File: src/design/bkl_pkg.sv
`timescale 1ns / 1ps
// ----------------------------------------------------------------------------
// bkl_pkg: shared types and constants for the bounded keyed list
// Widths, command and status codes, the entry and probe records, the per-cell
// control bundle and the sequencer states.
// ----------------------------------------------------------------------------
package bkl_pkg;

  // list size and field widths
  localparam int CAPACITY = 16;
  localparam int KEY_W    = 32;
  localparam int PRICE_W  = 24;
  localparam int TAX_W    = 14;
  localparam int CMD_W    = 2;
  localparam int STAT_W   = 3;
  localparam int POS_W    = 5;
  localparam int LIMIT_W  = 5;
  localparam int IDX_W    = (CAPACITY > 1) ? $clog2(CAPACITY) : 1;
  localparam int CNT_W    = $clog2(CAPACITY + 1);
  localparam int CMP_W    = (CNT_W > LIMIT_W) ? CNT_W : LIMIT_W;

  typedef logic [IDX_W-1:0]   idx_t;
  typedef logic [CNT_W-1:0]   cnt_t;
  typedef logic [CMP_W-1:0]   cmp_t;
  typedef logic [POS_W-1:0]   pos_t;
  typedef logic [LIMIT_W-1:0] limit_t;

  // limit register after reset
  localparam limit_t LIMIT_RESET = limit_t'(16);

  typedef enum logic [CMD_W-1:0] {
    CMD_INSERT = 2'd0,
    CMD_DELETE = 2'd1,
    CMD_SEARCH = 2'd2
  } cmd_t;

  typedef enum logic [STAT_W-1:0] {
    STAT_INSERTED  = 3'd0,
    STAT_FULL      = 3'd1,
    STAT_REMOVED   = 3'd2,
    STAT_NOT_FOUND = 3'd3,
    STAT_FOUND     = 3'd4
  } status_t;

  typedef enum logic [1:0] {
    ST_IDLE,
    ST_LAUNCH,
    ST_SCAN,
    ST_DONE
  } state_t;

  // one stored entry
  typedef struct packed {
    logic [KEY_W-1:0]   key;
    logic [PRICE_W-1:0] price;
    logic [TAX_W-1:0]   tax;
  } entry_t;

  // match record carried from cell to cell
  typedef struct packed {
    logic               hit;
    idx_t               idx;
    logic [PRICE_W-1:0] price;
    logic [TAX_W-1:0]   tax;
  } probe_t;

  // broadcast control from the sequencer to every cell
  typedef struct packed {
    logic             wr;
    idx_t             wr_idx;
    entry_t           wdata;
    logic             shift;
    idx_t             hit_idx;
    logic             first_hit;
    logic [KEY_W-1:0] key;
    cnt_t             count;
  } cell_ctrl_t;

endpackage

File: src/design/bkl_cell.sv
`timescale 1ns / 1ps
// ----------------------------------------------------------------------------
// bkl_cell: one slot of the keyed list
// Holds one entry, loads it on insert or from its upper neighbor when a
// delete closes the gap, and advances the match probe by one slot a cycle.
// ----------------------------------------------------------------------------
module bkl_cell (
  input  logic                clk,
  input  logic                rst_n,
  input  bkl_pkg::idx_t       cell_idx,
  input  bkl_pkg::cell_ctrl_t ctrl,
  input  bkl_pkg::entry_t     next_entry,
  output bkl_pkg::entry_t     entry,
  input  logic                live_in,
  input  bkl_pkg::probe_t     probe_in,
  output logic                live_out,
  output bkl_pkg::probe_t     probe_out
);

  bkl_pkg::entry_t entry_r, entry_nxt;
  bkl_pkg::probe_t probe_r, probe_nxt;
  logic            live_r;
  logic            held;
  logic            take;

  // entry load: insert at this slot, or shift down past the removed slot
  always_comb begin
    entry_nxt = entry_r;
    if (ctrl.wr && (ctrl.wr_idx == cell_idx)) begin
      entry_nxt = ctrl.wdata;
    end else if (ctrl.shift && (cell_idx >= ctrl.hit_idx)) begin
      entry_nxt = next_entry;
    end
  end

  always_ff @(posedge clk) begin
    entry_r <= entry_nxt;
  end

  // probe step: search keeps the first hit, delete keeps the last
  assign held = (bkl_pkg::cnt_t'(cell_idx) < ctrl.count);
  assign take = live_in && held && (entry_r.key == ctrl.key) &&
                (!ctrl.first_hit || !probe_in.hit);

  always_comb begin
    probe_nxt = probe_in;
    if (take) begin
      probe_nxt.hit   = 1'b1;
      probe_nxt.idx   = cell_idx;
      probe_nxt.price = entry_r.price;
      probe_nxt.tax   = entry_r.tax;
    end
  end

  always_ff @(posedge clk) begin
    if (!rst_n) begin
      live_r <= 1'b0;
    end else begin
      live_r <= live_in;
    end
  end

  always_ff @(posedge clk) begin
    probe_r <= probe_nxt;
  end

  assign entry     = entry_r;
  assign live_out  = live_r;
  assign probe_out = probe_r;

endmodule

File: src/design/bounded_keyed_list_top.sv
`timescale 1ns / 1ps
// ----------------------------------------------------------------------------
// bounded_keyed_list_top: compact keyed list with insert, delete and search
// A row of slot cells holds the entries; a sequencer drives inserts, sends a
// match probe down the row, and compacts the row after a delete.
//
//   channel  direction  handshake             payload
//   in       input      in_valid / in_ready   command, key, price, tax rate
//   out      output     out_valid / out_ready status, position, price, tax,
//                                             entries held
//   cfg      input      cfg_we, no wait       capacity limit
//
// Insert and the unused command go from idle to done; delete and search pass
// through launch and a scan paced by the probe walking one slot per cycle.
// Reset clears the entry count and sets the limit to 16; slot contents are
// not cleared and are never read until written.
// The result sits in an output register, so the next beat is taken while the
// last result waits; a result that finds the output still full waits for it.
// ----------------------------------------------------------------------------
module bounded_keyed_list_top (
  input  logic                          clk,
  input  logic                          rst_n,
  input  logic                          in_valid,
  output logic                          in_ready,
  input  logic [bkl_pkg::CMD_W-1:0]     in_command,
  input  logic [bkl_pkg::KEY_W-1:0]     in_key,
  input  logic [bkl_pkg::PRICE_W-1:0]   in_price,
  input  logic [bkl_pkg::TAX_W-1:0]     in_tax_rate,
  output logic                          out_valid,
  input  logic                          out_ready,
  output logic [bkl_pkg::STAT_W-1:0]    out_status,
  output logic [bkl_pkg::POS_W-1:0]     out_position,
  output logic [bkl_pkg::PRICE_W-1:0]   out_price,
  output logic [bkl_pkg::TAX_W-1:0]     out_tax_rate,
  output logic [bkl_pkg::POS_W-1:0]     out_entries_held,
  input  logic                          cfg_we,
  input  logic [bkl_pkg::LIMIT_W-1:0]   cfg_capacity_limit
);

  localparam int LAST = bkl_pkg::CAPACITY - 1;

  bkl_pkg::state_t     state_r, state_nxt;
  bkl_pkg::cnt_t       count_r, count_nxt;
  bkl_pkg::limit_t     limit_r;
  logic [bkl_pkg::CMD_W-1:0] cmd_r, cmd_nxt;
  logic [bkl_pkg::KEY_W-1:0] key_r, key_nxt;

  logic [bkl_pkg::STAT_W-1:0]  res_status_r, res_status_nxt;
  bkl_pkg::pos_t               res_pos_r, res_pos_nxt;
  logic [bkl_pkg::PRICE_W-1:0] res_price_r, res_price_nxt;
  logic [bkl_pkg::TAX_W-1:0]   res_tax_r, res_tax_nxt;
  bkl_pkg::pos_t               res_held_r, res_held_nxt;

  logic                        out_valid_r, out_valid_nxt;
  logic [bkl_pkg::STAT_W-1:0]  out_status_r, out_status_nxt;
  bkl_pkg::pos_t               out_pos_r, out_pos_nxt;
  logic [bkl_pkg::PRICE_W-1:0] out_price_r, out_price_nxt;
  logic [bkl_pkg::TAX_W-1:0]   out_tax_r, out_tax_nxt;
  bkl_pkg::pos_t               out_held_r, out_held_nxt;

  bkl_pkg::cell_ctrl_t ctrl;
  bkl_pkg::entry_t     entry_w [bkl_pkg::CAPACITY];
  bkl_pkg::entry_t     next_w  [bkl_pkg::CAPACITY];
  bkl_pkg::probe_t     pin_w   [bkl_pkg::CAPACITY];
  bkl_pkg::probe_t     pout_w  [bkl_pkg::CAPACITY];
  logic [bkl_pkg::CAPACITY-1:0] lin_w, lout_w;

  logic            accept;
  logic            out_free;
  logic            room;
  logic            last_live;
  bkl_pkg::probe_t last_probe;

  assign accept     = in_valid && in_ready;
  assign out_free   = !out_valid_r || out_ready;
  assign last_live  = lout_w[LAST];
  assign last_probe = pout_w[LAST];
  assign room = (bkl_pkg::cmp_t'(count_r) < bkl_pkg::cmp_t'(limit_r)) &&
                (bkl_pkg::cmp_t'(count_r) < bkl_pkg::cmp_t'(bkl_pkg::CAPACITY));

  // sequencer next state
  always_comb begin
    state_nxt = state_r;
    unique case (state_r)
      bkl_pkg::ST_IDLE: begin
        if (accept) begin
          if ((in_command == bkl_pkg::CMD_DELETE) ||
              (in_command == bkl_pkg::CMD_SEARCH)) begin
            state_nxt = bkl_pkg::ST_LAUNCH;
          end else begin
            state_nxt = bkl_pkg::ST_DONE;
          end
        end
      end
      bkl_pkg::ST_LAUNCH: state_nxt = bkl_pkg::ST_SCAN;
      bkl_pkg::ST_SCAN: begin
        if (last_live) begin
          state_nxt = bkl_pkg::ST_DONE;
        end
      end
      bkl_pkg::ST_DONE: begin
        if (out_free) begin
          state_nxt = bkl_pkg::ST_IDLE;
        end
      end
      default: state_nxt = bkl_pkg::ST_IDLE;
    endcase
  end

  // sequencer outputs: cell control, count, staged result, output register
  always_comb begin
    in_ready       = (state_r == bkl_pkg::ST_IDLE);
    ctrl.wr        = 1'b0;
    ctrl.wr_idx    = bkl_pkg::idx_t'(count_r);
    ctrl.wdata     = '{key: in_key, price: in_price, tax: in_tax_rate};
    ctrl.shift     = 1'b0;
    ctrl.hit_idx   = last_probe.idx;
    ctrl.first_hit = (cmd_r == bkl_pkg::CMD_SEARCH);
    ctrl.key       = key_r;
    ctrl.count     = count_r;

    count_nxt      = count_r;
    cmd_nxt        = cmd_r;
    key_nxt        = key_r;
    res_status_nxt = res_status_r;
    res_pos_nxt    = res_pos_r;
    res_price_nxt  = res_price_r;
    res_tax_nxt    = res_tax_r;
    res_held_nxt   = res_held_r;

    out_valid_nxt  = out_valid_r;
    out_status_nxt = out_status_r;
    out_pos_nxt    = out_pos_r;
    out_price_nxt  = out_price_r;
    out_tax_nxt    = out_tax_r;
    out_held_nxt   = out_held_r;

    unique case (state_r)
      bkl_pkg::ST_IDLE: begin
        if (accept) begin
          cmd_nxt       = in_command;
          key_nxt       = in_key;
          res_pos_nxt   = '0;
          res_price_nxt = '0;
          res_tax_nxt   = '0;
          res_held_nxt  = bkl_pkg::pos_t'(count_r);
          res_status_nxt = bkl_pkg::STAT_NOT_FOUND;
          if (in_command == bkl_pkg::CMD_INSERT) begin
            if (room) begin
              ctrl.wr        = 1'b1;
              count_nxt      = count_r + bkl_pkg::cnt_t'(1);
              res_status_nxt = bkl_pkg::STAT_INSERTED;
              res_held_nxt   = bkl_pkg::pos_t'(count_r + bkl_pkg::cnt_t'(1));
            end else begin
              res_status_nxt = bkl_pkg::STAT_FULL;
            end
          end
        end
      end
      bkl_pkg::ST_LAUNCH: begin
      end
      bkl_pkg::ST_SCAN: begin
        if (last_live && last_probe.hit) begin
          if (cmd_r == bkl_pkg::CMD_SEARCH) begin
            res_status_nxt = bkl_pkg::STAT_FOUND;
            res_pos_nxt    = bkl_pkg::pos_t'(bkl_pkg::cnt_t'(last_probe.idx) +
                                             bkl_pkg::cnt_t'(1));
            res_price_nxt  = last_probe.price;
            res_tax_nxt    = last_probe.tax;
          end else begin
            // delete: close the gap from the last hit upward
            ctrl.shift     = 1'b1;
            count_nxt      = count_r - bkl_pkg::cnt_t'(1);
            res_status_nxt = bkl_pkg::STAT_REMOVED;
            res_held_nxt   = bkl_pkg::pos_t'(count_r - bkl_pkg::cnt_t'(1));
          end
        end
      end
      bkl_pkg::ST_DONE: begin
      end
      default: begin
      end
    endcase

    // output register: take the staged result when the slot is free
    if (out_valid_r && out_ready) begin
      out_valid_nxt = 1'b0;
    end
    if ((state_r == bkl_pkg::ST_DONE) && out_free) begin
      out_valid_nxt  = 1'b1;
      out_status_nxt = res_status_r;
      out_pos_nxt    = res_pos_r;
      out_price_nxt  = res_price_r;
      out_tax_nxt    = res_tax_r;
      out_held_nxt   = res_held_r;
    end
  end

  // control registers
  always_ff @(posedge clk) begin
    if (!rst_n) begin
      state_r     <= bkl_pkg::ST_IDLE;
      count_r     <= '0;
      limit_r     <= bkl_pkg::LIMIT_RESET;
      out_valid_r <= 1'b0;
    end else begin
      state_r     <= state_nxt;
      count_r     <= count_nxt;
      out_valid_r <= out_valid_nxt;
      if (cfg_we) begin
        limit_r <= cfg_capacity_limit;
      end
    end
  end

  // payload registers
  always_ff @(posedge clk) begin
    cmd_r        <= cmd_nxt;
    key_r        <= key_nxt;
    res_status_r <= res_status_nxt;
    res_pos_r    <= res_pos_nxt;
    res_price_r  <= res_price_nxt;
    res_tax_r    <= res_tax_nxt;
    res_held_r   <= res_held_nxt;
    out_status_r <= out_status_nxt;
    out_pos_r    <= out_pos_nxt;
    out_price_r  <= out_price_nxt;
    out_tax_r    <= out_tax_nxt;
    out_held_r   <= out_held_nxt;
  end

  // row of slot cells
  for (genvar i = 0; i < bkl_pkg::CAPACITY; i++) begin : g_cell
    if (i == 0) begin : g_head
      assign lin_w[i] = (state_r == bkl_pkg::ST_LAUNCH);
      assign pin_w[i] = '0;
    end else begin : g_link
      assign lin_w[i] = lout_w[i-1];
      assign pin_w[i] = pout_w[i-1];
    end
    if (i == LAST) begin : g_tail
      assign next_w[i] = entry_w[i];
    end else begin : g_next
      assign next_w[i] = entry_w[i+1];
    end

    bkl_cell u_cell (
      .clk        (clk),
      .rst_n      (rst_n),
      .cell_idx   (bkl_pkg::idx_t'(i)),
      .ctrl       (ctrl),
      .next_entry (next_w[i]),
      .entry      (entry_w[i]),
      .live_in    (lin_w[i]),
      .probe_in   (pin_w[i]),
      .live_out   (lout_w[i]),
      .probe_out  (pout_w[i])
    );
  end

  assign out_valid        = out_valid_r;
  assign out_status       = out_status_r;
  assign out_position     = out_pos_r;
  assign out_price        = out_price_r;
  assign out_tax_rate     = out_tax_r;
  assign out_entries_held = out_held_r;

endmodule

File: config.mk
export PLATFORM = sky130hd
export DESIGN_NAME = bounded_keyed_list_top
export DESIGN_NICKNAME = d
export VERILOG_FILES = /design/src/design/bkl_pkg.sv /design/src/design/bkl_cell.sv /design/src/design/bounded_keyed_list_top.sv
export SDC_FILE = /design/constraint.sdc
export NUM_CORES = 2
export LEC_CHECK = 0
export BUFFER_PORTS_ARGS = -buffer_cell sky130_fd_sc_hd__buf_2
export CAP_MARGIN = 30
export CORE_MARGIN = 5
export CORE_UTILIZATION = 40
export CTS_BUF_LIST = sky130_fd_sc_hd__clkbuf_8
export DETAILED_ROUTE_END_ITERATION = 10
export SKIP_CTS_REPAIR_TIMING = 1
export SLEW_MARGIN = 20
export SYNTH_ARGS = -nofsm -noshare
export SYNTH_HDL_FRONTEND = slang
export SYNTH_SLANG_ARGS = --single-unit
File: constraint.sdc
create_clock -name clk -period 7.2 [get_ports clk]
set_clock_uncertainty 0.05 [all_clocks]
set_input_delay 0.72 -clock clk [delete_from_list [all_inputs] [get_ports clk]]
set_output_delay 0.72 -clock clk [all_outputs]
set_load 0.1 [all_outputs]
==> flow_summary.json <==
{
  "row_count": 164,
  "drtPass1Iterations": 6,
  "drive_gt1_frac": 0.425,
  "clockRootBuffer": "clkbuf_8",
  "insertion_delay_ns": 1.06,
  "finalMaxSlewViolations": 0,
  "ff2ff_path_depth": 8,
  "startpoint_type": "register",
  "cts_tree": "done",
  "synth.avg_cell_area_um2": 15.8,
  "routedWlPerCell_um": 27.1,
  "min_period_ns": 5.13,
  "comb_power_share": 0.109,
  "filler_cell_count": 17600,
  "cts_max_path_buffers": 4,
  "cp-end-kind": "register",
  "min_path_type": "primary input to register",
  "use_met2": 0.321,
  "routed_wl_um": 224000,
  "dp_hpwl_um": 135000,
  "worst_pin_slew_ns": 1.05,
  "ios": 135,
  "ys.flop_type": "edfxtp_1",
  "hold_viol": 0,
  "cellLeakagePower_nw": 33.0,
  "grt_max_degree": 71,
  "grtUsageTotal": 0.209,
  "timing.final.ws_setup_ns": 2.07,
  "drcViolationCount": 0,
  "switchingPower_mw": 6.75,
  "gp_congestion": 0.907,
  "core_region_area_mm2": 0.199,
  "design_power_total_mw": 25.1,
  "fmax_mhz": 195,
  "gr-total-overflow": 0,
  "crit_fanout": 41,
  "worstSetupPathType": "register to register",
  "relSlewSlack": 0.301,
  "hold_path_depth": 2,
  "required_ns": 7.79,
  "postRouteAntennaNets": 0,
  "nets": 5440,
  "numCtsBuffers": 338,
  "die_area_mm2": 0.209,
  "synth_warnings": 0,
  "finalSetupViolCount": 0,
  "syn_inst": 5076,
  "period_share": 0.712,
  "die_w_um": 457,
  "vias": 44400,
  "maxCapViolCount": 0,
  "met1_usage": 0.296,
  "die_h_um": 457,
  "ir_drop_mv": 0.201,
  "port_buffers": 134,
  "initial_utilization": 0.401,
  "grt_pass1_wl_um": 324000,
  "pwr-share-clk": 0.391,
  "post_drt_via_cell_ratio": 5.38,
  "rsz0062_at_grt": "false",
  "ys_seq_area_frac": 0.647,
  "utilization": 0.454,
  "crit_arrival_ns": 5.72,
  "grt_antenna_before_repair": 9,
  "p_per_area_mw_per_mm2": 278,
  "dp_slack_ns": 2.09,
  "path_clk_slew_ns": 0.06,
  "status": "finished, final reports clean",
  "ys_ff_latch": 1958,
  "synth-edff-count": 1256,
  "seqPwrFrac": 0.499,
  "ys_types": 68,
  "cts_num_sinks": 1958,
  "fin_tns_setup_ns": 0,
  "use_met3": 0.0496,
  "h-tree-depth": 5,
  "p_sw_frac": 0.268,
  "async_reset_ff_frac": 0,
  "grt_pass1_vias": 45700,
  "syn2layout_area_growth_pct": 13.1,
  "top_usage_layer": "met2",
  "p_int_mw": 18.4,
  "initialDrtViolationCount": 4027,
  "syn_nets": 5175,
  "syn_area_mm2": 0.0801
}
[cell usage in the layout, fill, tap and decap left out, types with 16 or more instances in the layout]
cell	n
buf_2	134
mux2_2	1583
nor2_1	36
nor4_1	57
xor2_1	174
dfxtp_1	702
clkbuf_8	409
or2_2	19
nand4_1	83
nor3_1	24
nor2b_1	27
nand2_1	43
nand3_1	21
clkinv_2	29
clkinv_1	21
inv_1	183
and2_1	108
buf_4	95
ha_1	16
nand2b_1	50
mux2_4	36
xnor2_1	285
edfxtp_1	1256
[final cells by class]
class	count	area, um^2	share of cell area
Sequential cell	1958	51800	0.572
Multi-Input combinational cell	2734	27000	0.298
Clock buffer	409	5630	0.0622
Tap cell	2656	3320	0.0367
Timing Repair Buffer	252	1710	0.0189
Clock inverter	188	926	0.0102
Inverter	57	214	0.00236
Antenna cell	4	10.0	0.000111
[final timing paths]
check / from / end / slack, ns
max: count_r[2] / g_cell[11].u_cell.entry[55] / 2.07
min: cfg_we / limit_r[4] / 0.05
max reg2reg: count_r[2] / g_cell[11].u_cell.entry[55] / 2.07
min reg2reg: g_cell[13].u_cell.probe_out[32] / g_cell[14].u_cell.probe_out[32] / 0.33
[synthesized netlist by cell type, types with 46 or more instances]
library cell / instances / share of area
edfxtp_1: 1256 / 0.47
nor4_1: 57 / 0.0045
buf_2: 167 / 0.010
and2_1: 108 / 0.0084
nand4_1: 83 / 0.0065
xnor2_1: 285 / 0.031
xor2_1: 174 / 0.019
clkbuf_1: 128 / 0.0060
dfxtp_1: 702 / 0.18
nand2b_1: 50 / 0.0039
nand2_1: 46 / 0.0022
inv_1: 57 / 0.0027
mux2_2: 1583 / 0.22
[sequential cells by signal, indices dropped and copies added, names as in the netlist]
signal                   cells
res_held_r                   5
res_status_r                 3
out_position                 5
limit_r                      5
g_cell.u_cell.live_out      16
res_pos_r                    5
out_valid                    1
out_entries_held             5
out_tax_rate                14
state_r                      2
out_price                   24
res_price_r                 24
count_r                      5
out_status                   3
g_cell.u_cell.entry       1120
g_cell.u_cell.probe_out    673
cmd_r                        2
key_r                       32
res_tax_r                   14
[logic make-up after synthesis]
kind of cell    synth area share
mux                        0.231
xor+xnor                  0.0502
compound gates           0.00997
fa+ha+maj                0.00266
buf+inv                   0.0222
flops                      0.647
simple gates              0.0379
[worst max-delay path, stage by stage (launching register included)]
cell,delay [ns]
dfxtp_1,0.76
ha_1,0.36
a21oi_1,0.15
o21ai_0,0.17
a31oi_4,0.62
buf_4,0.45
nand3_4,0.62
nand2_4,0.84
buf_4,0.63
[metal layers]
metal,part of all wire,vias to the layer above
met5,0.00012,-
met4,0.025,4
met3,0.087,371
met2,0.44,1887
met1,0.44,22800
li1,-,19300
[power by group through the flow]
stage          sequential [mW]  clock (mW)  combinational, mW
3_3_place_gp              12.8           0               2.67
6_report                  12.6        9.84               2.75
3_5_place_dp              12.8           0               2.69
4_1_cts                   12.5        10.1               2.70
5_1_grt                   12.6        10.6               2.84
2_1_floorplan             13.0           0               1.40
[stage by stage]
stage	instance area, um^2	std cells	hold WS [ns]
finish	90600	8258	0.0453
global route	90600	8256	0.00193
CTS	90400	8239	-0.229
detailed placement	83800	7642	0.344
global placement	83700	7636	0.339
floorplan	80100	5076	0.336
Power figures use the tool's default switching activity.
